--- src/rtl/rpps_pkg.sv ---
`timescale 1ns / 1ps
// ----------------------------------------------------------------------------
// rpps_pkg
// Shared types, constants and helpers for the ratio priority process scheduler.
// ----------------------------------------------------------------------------
package rpps_pkg;

  localparam int SLOTS   = 18;
  localparam int SLOT_IW = (SLOTS > 1) ? $clog2(SLOTS) : 1;
  localparam int CNT_W   = $clog2(SLOTS + 1);

  localparam int SEC_W   = 32;
  localparam int NS_W    = 30;
  localparam int SLOT_FW = 5;
  localparam int OP_W    = 2;
  localparam int CFG_IW  = 3;

  localparam logic [NS_W-1:0] NS_PER_SEC   = 30'd1000000000;
  localparam logic [NS_W:0]   NS_PER_SEC_1 = 31'd1000000000;
  localparam logic [NS_W:0]   NS_PER_SEC_2 = 31'd2000000000;

  localparam logic [OP_W-1:0] OP_CREATE = 2'd0;
  localparam logic [OP_W-1:0] OP_SELECT = 2'd1;
  localparam logic [OP_W-1:0] OP_REPORT = 2'd2;
  localparam logic [OP_W-1:0] OP_NOP    = 2'd3;

  localparam logic [CFG_IW-1:0] CFG_QUANTUM = 3'd0;
  localparam logic [CFG_IW-1:0] CFG_BWAIT   = 3'd1;
  localparam logic [CFG_IW-1:0] CFG_IDLE    = 3'd2;
  localparam logic [CFG_IW-1:0] CFG_UNBLK   = 3'd3;
  localparam logic [CFG_IW-1:0] CFG_CREATE  = 3'd4;
  localparam logic [CFG_IW-1:0] CFG_BCOST   = 3'd5;

  localparam logic [NS_W-1:0] RST_QUANTUM = 30'd10000000;
  localparam logic [NS_W-1:0] RST_BWAIT   = 30'd600000000;
  localparam logic [NS_W-1:0] RST_IDLE    = 30'd100000;
  localparam logic [NS_W-1:0] RST_UNBLK   = 30'd3000;
  localparam logic [NS_W-1:0] RST_CREATE  = 30'd1000;
  localparam logic [NS_W-1:0] RST_BCOST   = 30'd5000;

  typedef enum logic [3:0] {
    S_IDLE, S_DISP, S_WAKE, S_SEL_CHK, S_E_GO, S_E_WT, S_S_GO, S_S_WT,
    S_AD_GO, S_AD_WT, S_CB_GO, S_CB_WT, S_NOSEL, S_REP_OVH, S_REP_USED,
    S_REP_END
  } state_t;

  typedef struct packed {
    logic [SEC_W-1:0] sec;
    logic [NS_W-1:0]  ns;
  } tm_t;

  typedef struct packed {
    logic        start;
    logic [63:0] a;
    logic [63:0] b;
  } mul_req_t;

  typedef struct packed {
    logic               found;
    logic [SLOT_IW-1:0] idx;
  } free_t;

  // add nanoseconds and carry into seconds, a carry of up to two seconds
  function automatic tm_t tm_add(logic [SEC_W-1:0] sec, logic [NS_W-1:0] ns,
                                 logic [NS_W-1:0] add);
    logic [NS_W:0] sum;
    tm_t           r;
    sum = {1'b0, ns} + {1'b0, add};
    if (sum >= NS_PER_SEC_2) begin
      r.ns  = NS_W'(sum - NS_PER_SEC_2);
      r.sec = sec + 32'd2;
    end else if (sum >= NS_PER_SEC_1) begin
      r.ns  = NS_W'(sum - NS_PER_SEC_1);
      r.sec = sec + 32'd1;
    end else begin
      r.ns  = NS_W'(sum);
      r.sec = sec;
    end
    return r;
  endfunction

  function automatic free_t first_free(logic [SLOTS-1:0] busy);
    free_t r;
    r = '0;
    for (int k = SLOTS - 1; k >= 0; k--) begin
      if (!busy[k]) begin
        r.found = 1'b1;
        r.idx   = SLOT_IW'(k);
      end
    end
    return r;
  endfunction

endpackage

--- src/rtl/rpps_mul.sv ---
`timescale 1ns / 1ps
// ----------------------------------------------------------------------------
// rpps_mul
// 64x64 to 128 bit multiplier built from one 32x32 multiplier over four steps.
// ----------------------------------------------------------------------------
module rpps_mul (
  input  logic              clk,
  input  logic              rst_n,
  input  rpps_pkg::mul_req_t req,
  output logic              done,
  output logic [127:0]      p
);
  import rpps_pkg::*;

  logic [63:0]  a_r, b_r;
  logic [127:0] acc_r;
  logic [63:0]  pp_r;
  logic [1:0]   sh_r;
  logic [2:0]   step_r;
  logic         run_r, ppv_r, done_r;
  logic [31:0]  ma, mb;

  always_comb begin
    case (step_r)
      3'd0:    begin ma = a_r[31:0];  mb = b_r[31:0];  end
      3'd1:    begin ma = a_r[31:0];  mb = b_r[63:32]; end
      3'd2:    begin ma = a_r[63:32]; mb = b_r[31:0];  end
      3'd3:    begin ma = a_r[63:32]; mb = b_r[63:32]; end
      default: begin ma = '0;         mb = '0;         end
    endcase
  end

  always_ff @(posedge clk) begin
    if (!rst_n) begin
      run_r  <= 1'b0;
      ppv_r  <= 1'b0;
      done_r <= 1'b0;
      step_r <= '0;
    end else if (req.start) begin
      run_r  <= 1'b1;
      ppv_r  <= 1'b0;
      done_r <= 1'b0;
      step_r <= '0;
    end else begin
      done_r <= 1'b0;
      if (run_r) begin
        if (step_r < 3'd4) begin
          ppv_r  <= 1'b1;
          step_r <= step_r + 3'd1;
        end else begin
          ppv_r  <= 1'b0;
          run_r  <= 1'b0;
          done_r <= 1'b1;
        end
      end
    end
  end

  always_ff @(posedge clk) begin
    if (req.start) begin
      a_r   <= req.a;
      b_r   <= req.b;
      acc_r <= '0;
    end else begin
      if (run_r && step_r < 3'd4) begin
        pp_r <= ma * mb;
        sh_r <= (step_r == 3'd0) ? 2'd0 : (step_r == 3'd3) ? 2'd2 : 2'd1;
      end
      if (ppv_r) begin
        acc_r <= acc_r + ({64'd0, pp_r} << {sh_r, 5'd0});
      end
    end
  end

  assign done = done_r;
  assign p    = acc_r;

endmodule

--- config.mk ---
export PLATFORM = sky130hd
export DESIGN_NAME = rpps_mul
export DESIGN_NICKNAME = d
export VERILOG_FILES = /design/src/rtl/rpps_pkg.sv /design/src/rtl/rpps_mul.sv
export SDC_FILE = /design/constraint.sdc
export NUM_CORES = 2
export LEC_CHECK = 0
export ABC_AREA = 1
export BUFFER_PORTS_ARGS = -buffer_cell sky130_fd_sc_hd__buf_2
export CAP_MARGIN = 20
export CORE_MARGIN = 10
export CORE_UTILIZATION = 65
export CTS_CLUSTER_SIZE = 20
export DETAILED_ROUTE_END_ITERATION = 8
export PLACE_DENSITY = 0.83
export REMOVE_ABC_BUFFERS = 1
export SYNTH_ARGS = -nofsm -noshare
export SYNTH_HDL_FRONTEND = slang
export SYNTH_SLANG_ARGS = --single-unit
--- constraint.sdc ---
create_clock -name clk -period 10.3 [get_ports clk]
set_input_delay 2.06 -clock clk [delete_from_list [all_inputs] [get_ports clk]]
set_output_delay 2.06 -clock clk [all_outputs]
set_load 0.005 [all_outputs]
Word level (Yosys, flattened, before mapping)

Cells that the tools add are included.

Output and inout bits: 129
Input port bits: 131
Register bits: 328
Logic and storage cells: 37

$add $sub $neg: 2
Eq/ne operators: 3
$mul: 1
Bitwise operators: 3
$lt $le $gt $ge: 1
Reductions and logical operators: 10
Shift operators: 1
Multiplexer cells: 7

Operator list:

| operator            | count |
|---|---|
| $add 128x128->128   | 1 |
| $pmux 32 s2         | 2 |
| $shl 64x7->128      | 1 |
| $mul 32x32->64      | 1 |
| $reduce_or 2->1     | 5 |
| $eq 3x2->1 const B  | 2 |
| $mux 1              | 4 |
| $reduce_and 2->1    | 2 |
| $add 3x1->3 const B | 1 |
| $eq 3x1->1 const B  | 1 |
| $logic_not 3->1     | 1 |
| $lt 3x3->1 const B  | 1 |
| $not 1->1           | 3 |
| $reduce_or 3->1     | 1 |
| $mux 2              | 1 |
| $logic_and 1x1->1   | 1 |

Logic depth before layout (Yosys ltp)

Word-level depth: 4
Depth in mapped cells: 40
Depth with buffers taken out: 38

Worst setup path after synthesis

Ideal clock, no wire load.

Kind: register -> register
Start point: reg step_r[0]
End point: reg pp_r[39], data pin
Library setup time: 0.258 ns
Cell stages (with the launch flop): 34
Clock period less this slack: 7.389 ns
Setup slack: 2.911 ns
Data required time: 10.042 ns
Buffers on the path: 2
Data arrival time: 7.131 ns
Cells stage by stage: dfxtp_1 ha_1 ha_1 a21oi_4 inv_2 buf_2 nand2_1 nand2_2 inv_2 buf_2 nor2_1 fa_1 inv_1 fa_1 fa_1 fa_1 inv_1 fa_1 inv_1 fa_1 inv_1 fa_1 fa_1 ha_1 nand2_1 inv_1 a21oi_1 nor2_1 nor2_1 o21bai_1 a21oi_1 nor2_1 nor2_1 xnor2_1

Cells in the longest elaborated chain, start to end: 4
Elaborated cells on any way between the ends: 11
Classes of those cells: mul (1); eq/ne (3); mux (2); reduce/logical (5)

Ends and longest elaborated chain:

| item                                     | line           | text |
|---|---|---|
| from (decl)                              | rpps_mul.sv:19 | `logic [2:0] step_r;` |
| from (signal assigned)                   | rpps_mul.sv:49 | `step_r <= step_r + 3'd1;` |
| $eq 3x2->1, or another cell as far along | rpps_mul.sv:24 | `case (step_r)` |
| $reduce_or 2->1 (no source line)         | --             |  |
| $pmux 32 s2                              | rpps_mul.sv:24 |  |
| $mul 32x32->64 (*)                       | rpps_mul.sv:66 | `pp_r <= ma * mb;` |
| to (signal assigned)                     | rpps_mul.sv:66 |  |
| to (decl)                                | rpps_mul.sv:17 | `logic [63:0] pp_r;` |

Mark *: on every way between the ends. The rest lies on a longest branch, timed or not.
A chain may end at the register's enable or synchronous reset.

Worst setup path after layout

Start point: reg step_r[1]
End point: reg pp_r[61], data pin

The elaborated chain is that of the path after synthesis.

==> out/metrics.cfg <==
[timing]
fin_tns_setup_ns = 0
slew_viol_final = 0
finalCritPeriodShare_pct = 94.09
fin_skew_ns = 0.05189
rsz0062_at_grt = false
timing_hold_violations_final = 0
period_minus_slack_ns = 9.691
fmax_mhz = 103.2
finalSetupViolCount = 0
worst_pin_slew_ns = 1.229
slew_headroom_pct = 17.78

[global_route]
busiest_layer = met2
grtUsageMet2_pct = 72.71
globalRouteMet1Util_pct = 48.60
grt_max_degree = 114
gr-total-overflow = 0
grt_pass1_wl_um = 368600
antenna_found_initial = 8
grt_use_met3_pct = 16.47
first_global_vias = 60350
grt.total_usage_pct = 46.98

[worst_hold_path]
min_to = step_r[0]
hp-class = register to register
hold_depth = 2
min_from = step_r[0]

[cts]
htree_levels = 2
cts_buffer_depth = 3
clock-sinks = 328
cts_tree = done
clkSlewWorstSetupHoldPaths_ns = 0.06
cts_resized = 0
numCtsBuffers = 43
cts_hold_buffers = 0
clk_latency_ns = 0.71
cts_root_buffer = clkbuf_16
post_cts.repair.setup_buffers = 0

[critical_path]
end_kind = register
worstPathArrival_ns = 10.15
r2r_setup_slack_ns = 0.61
r2r_end = pp_r[61]
cp.required_ns = 10.76
r2r_cells = 27
startpoint = step_r[1]
crit_type = register to register
r2r_start = step_r[1]
path_max_fanout = 28
start_kind = register

[yosys]
post-synth-top-area-fraction_pct = 29.76
synth_mux_area_share_pct = 0
synth_cell_types = 54
synth.area.top_cells = fa_1 (30%), nand2_1 (15%), inv_1 (13%), edfxtp_1 (9.7%), ha_1 (8.2%)
synth_xor_area_share_pct = 1.713
yosys.area.top_type = fa_1
synth_simple_gate_area_share_pct = 26.30
synth_top_family_by_area = adder cells
netlist_area_mm2 = 0.06034
syn_avg_cell_area_um2 = 6.985
synthAdderAreaFrac_pct = 37.95
synth_compound_area_share_pct = 4.541
yosysSeqAreaShare_pct = 14.10
yosysWarningCount = 0
synthCells = 8639
ys_ff_latch = 328

[floorplanning]
die_y_um = 324.7
num_rows = 111
pin_count = 260
die_area_mm2 = 0.1054
initial_core_util_pct = 65.63
coreArea_mm2 = 0.09194
die_x_um = 324.7

[placement]
hpwl_um = 200600
routabilityCongestion = 1.104
io_buffers = 259

[finish]
final_cell_mix = nand2_1 (2,352), inv_1 (2,136), nor2_1 (1,291)
areaGrowthSynthToFinish_pct = 6.861
layout-drive-gt1-share_pct = 7.201
finalNetCount = 10220
mostFrequentLayoutCell = nand2_1

[job]
drv_cap = 0

[routing]
dr.pass1.iters = 9
via_per_inst = 5.821
drt_wl_total_um = 250900
antenna_left = 0
num_vias = 58680
drt-initial-drc-count = 6998
drc_errors = 20
wl_per_cell_um = 24.89

[run_status]
violations = DRC
status = complete, but fails checks

[metal layers]
metal / vias to the layer above / wire (µm) / share of wire (%)
met4: 12 / 31920 / 13
li1: 25420 / - / -
met1: 27000 / 77580 / 31
met2: 4595 / 108600 / 43
met5: - / 267 / 0.11
met3: 1661 / 32520 / 13
[critical path, cell delays in order (launching register included)]
cell and delay [ns]:
dfxtp_1 0.36, inv_1 0.16, ha_1 0.24, o21ai_2 0.14
inv_2 0.57, nand2_1 0.12, nand2_1 0.50, clkinv_1 0.78
nor2_1 0.36, fa_1 0.49, fa_1 0.50, inv_1 0.06
fa_1 0.50, fa_1 0.55, inv_1 0.07, fa_1 0.55
fa_1 0.43, fa_1 0.52, fa_1 0.42, ha_1 0.45
nand2_1 0.13, nor2_1 0.20, inv_1 0.07, o21ai_0 0.71
o21bai_4 0.29, nand3_1 0.12, nand3_1 0.09, nand2_1 0.05
[kinds of logic after synthesis]
family                   after synthesis
AO/OA/AOI/OAI                        472
XOR/XNOR                             118
adder cells (fa/ha/maj)             1292
buffers and inverters               2423
flip-flops                           328
AND/OR/NAND/NOR                     4006
[layout make-up]
class                   instances  area (µm²)
fillers                      7607       27460
clock buffers                  52        1161
diodes                          6       15.01
inverters                    2196        8245
repair buffers                341        1958
flip-flops and latches        328        8512
well taps                    1243        1555
clock inverters                27       409.1
multi-input cells            5888       42620
[stage by stage]
step           cell area [µm²]  hold WS, ns  std cells  worst slack [ns]  utilization (%)
5_1_grt                  64470       0.5239      10080            0.2967            70.12
4_1_cts                  64430       0.5138      10070             1.058            70.08
6_report                 64480       0.5173      10080            0.6088            70.13
3_3_place_gp             62860       0.4885       9993             1.286            68.37
2_1_floorplan            59300       0.4671       8412             2.356                -
3_5_place_dp             62860       0.4979       9993             1.063            68.37
[cell usage after synthesis, drive strengths merged]
| master | number |
|---|---|
| a22oi | 1 |
| o211ai | 10 |
| and3 | 1 |
| and2 | 3 |
| xnor2 | 24 |
| ha | 395 |
| a31oi | 9 |
| nand4 | 23 |
| inv | 2186 |
| xor2 | 94 |
| o31ai | 1 |
| nand2 | 2415 |
| nor3 | 41 |
| buf | 126 |
| clkbuf | 101 |
| nor2 | 1327 |
| clkinv | 10 |
| dfxtp | 134 |
| a211oi | 2 |
| edfxtp | 194 |
| a21oi | 172 |
| o21bai | 15 |
| o21a | 8 |
| nor4 | 6 |
| o22ai | 36 |
| o21ai | 195 |
| or2 | 1 |
| o2111ai | 2 |
| nand3b | 4 |
| nand3 | 185 |
| a21boi | 5 |
| fa | 897 |
| a21o | 16 |
[sequential cells by signal, indices dropped and copies added (netlist names)]
register	count
ppv_r	1
step_r	3
run_r	1
sh_r	2
done	1
b_r	64
a_r	64
p	128
pp_r	64
[worst max path at each step]
stage	endpoint	slack [ns]	cells past startpoint
finish	pp_r[61]	0.61	27
global route	pp_r[61]	0.30	27
CTS	pp_r[58]	1.06	32
detailed placement	pp_r[58]	1.06	32
global placement	pp_r[58]	1.29	30
floorplan	pp_r[58]	2.36	31
Power is not shown: default switching activity piles up to over one toggle a cycle in this logic, so the estimate is an artifact.
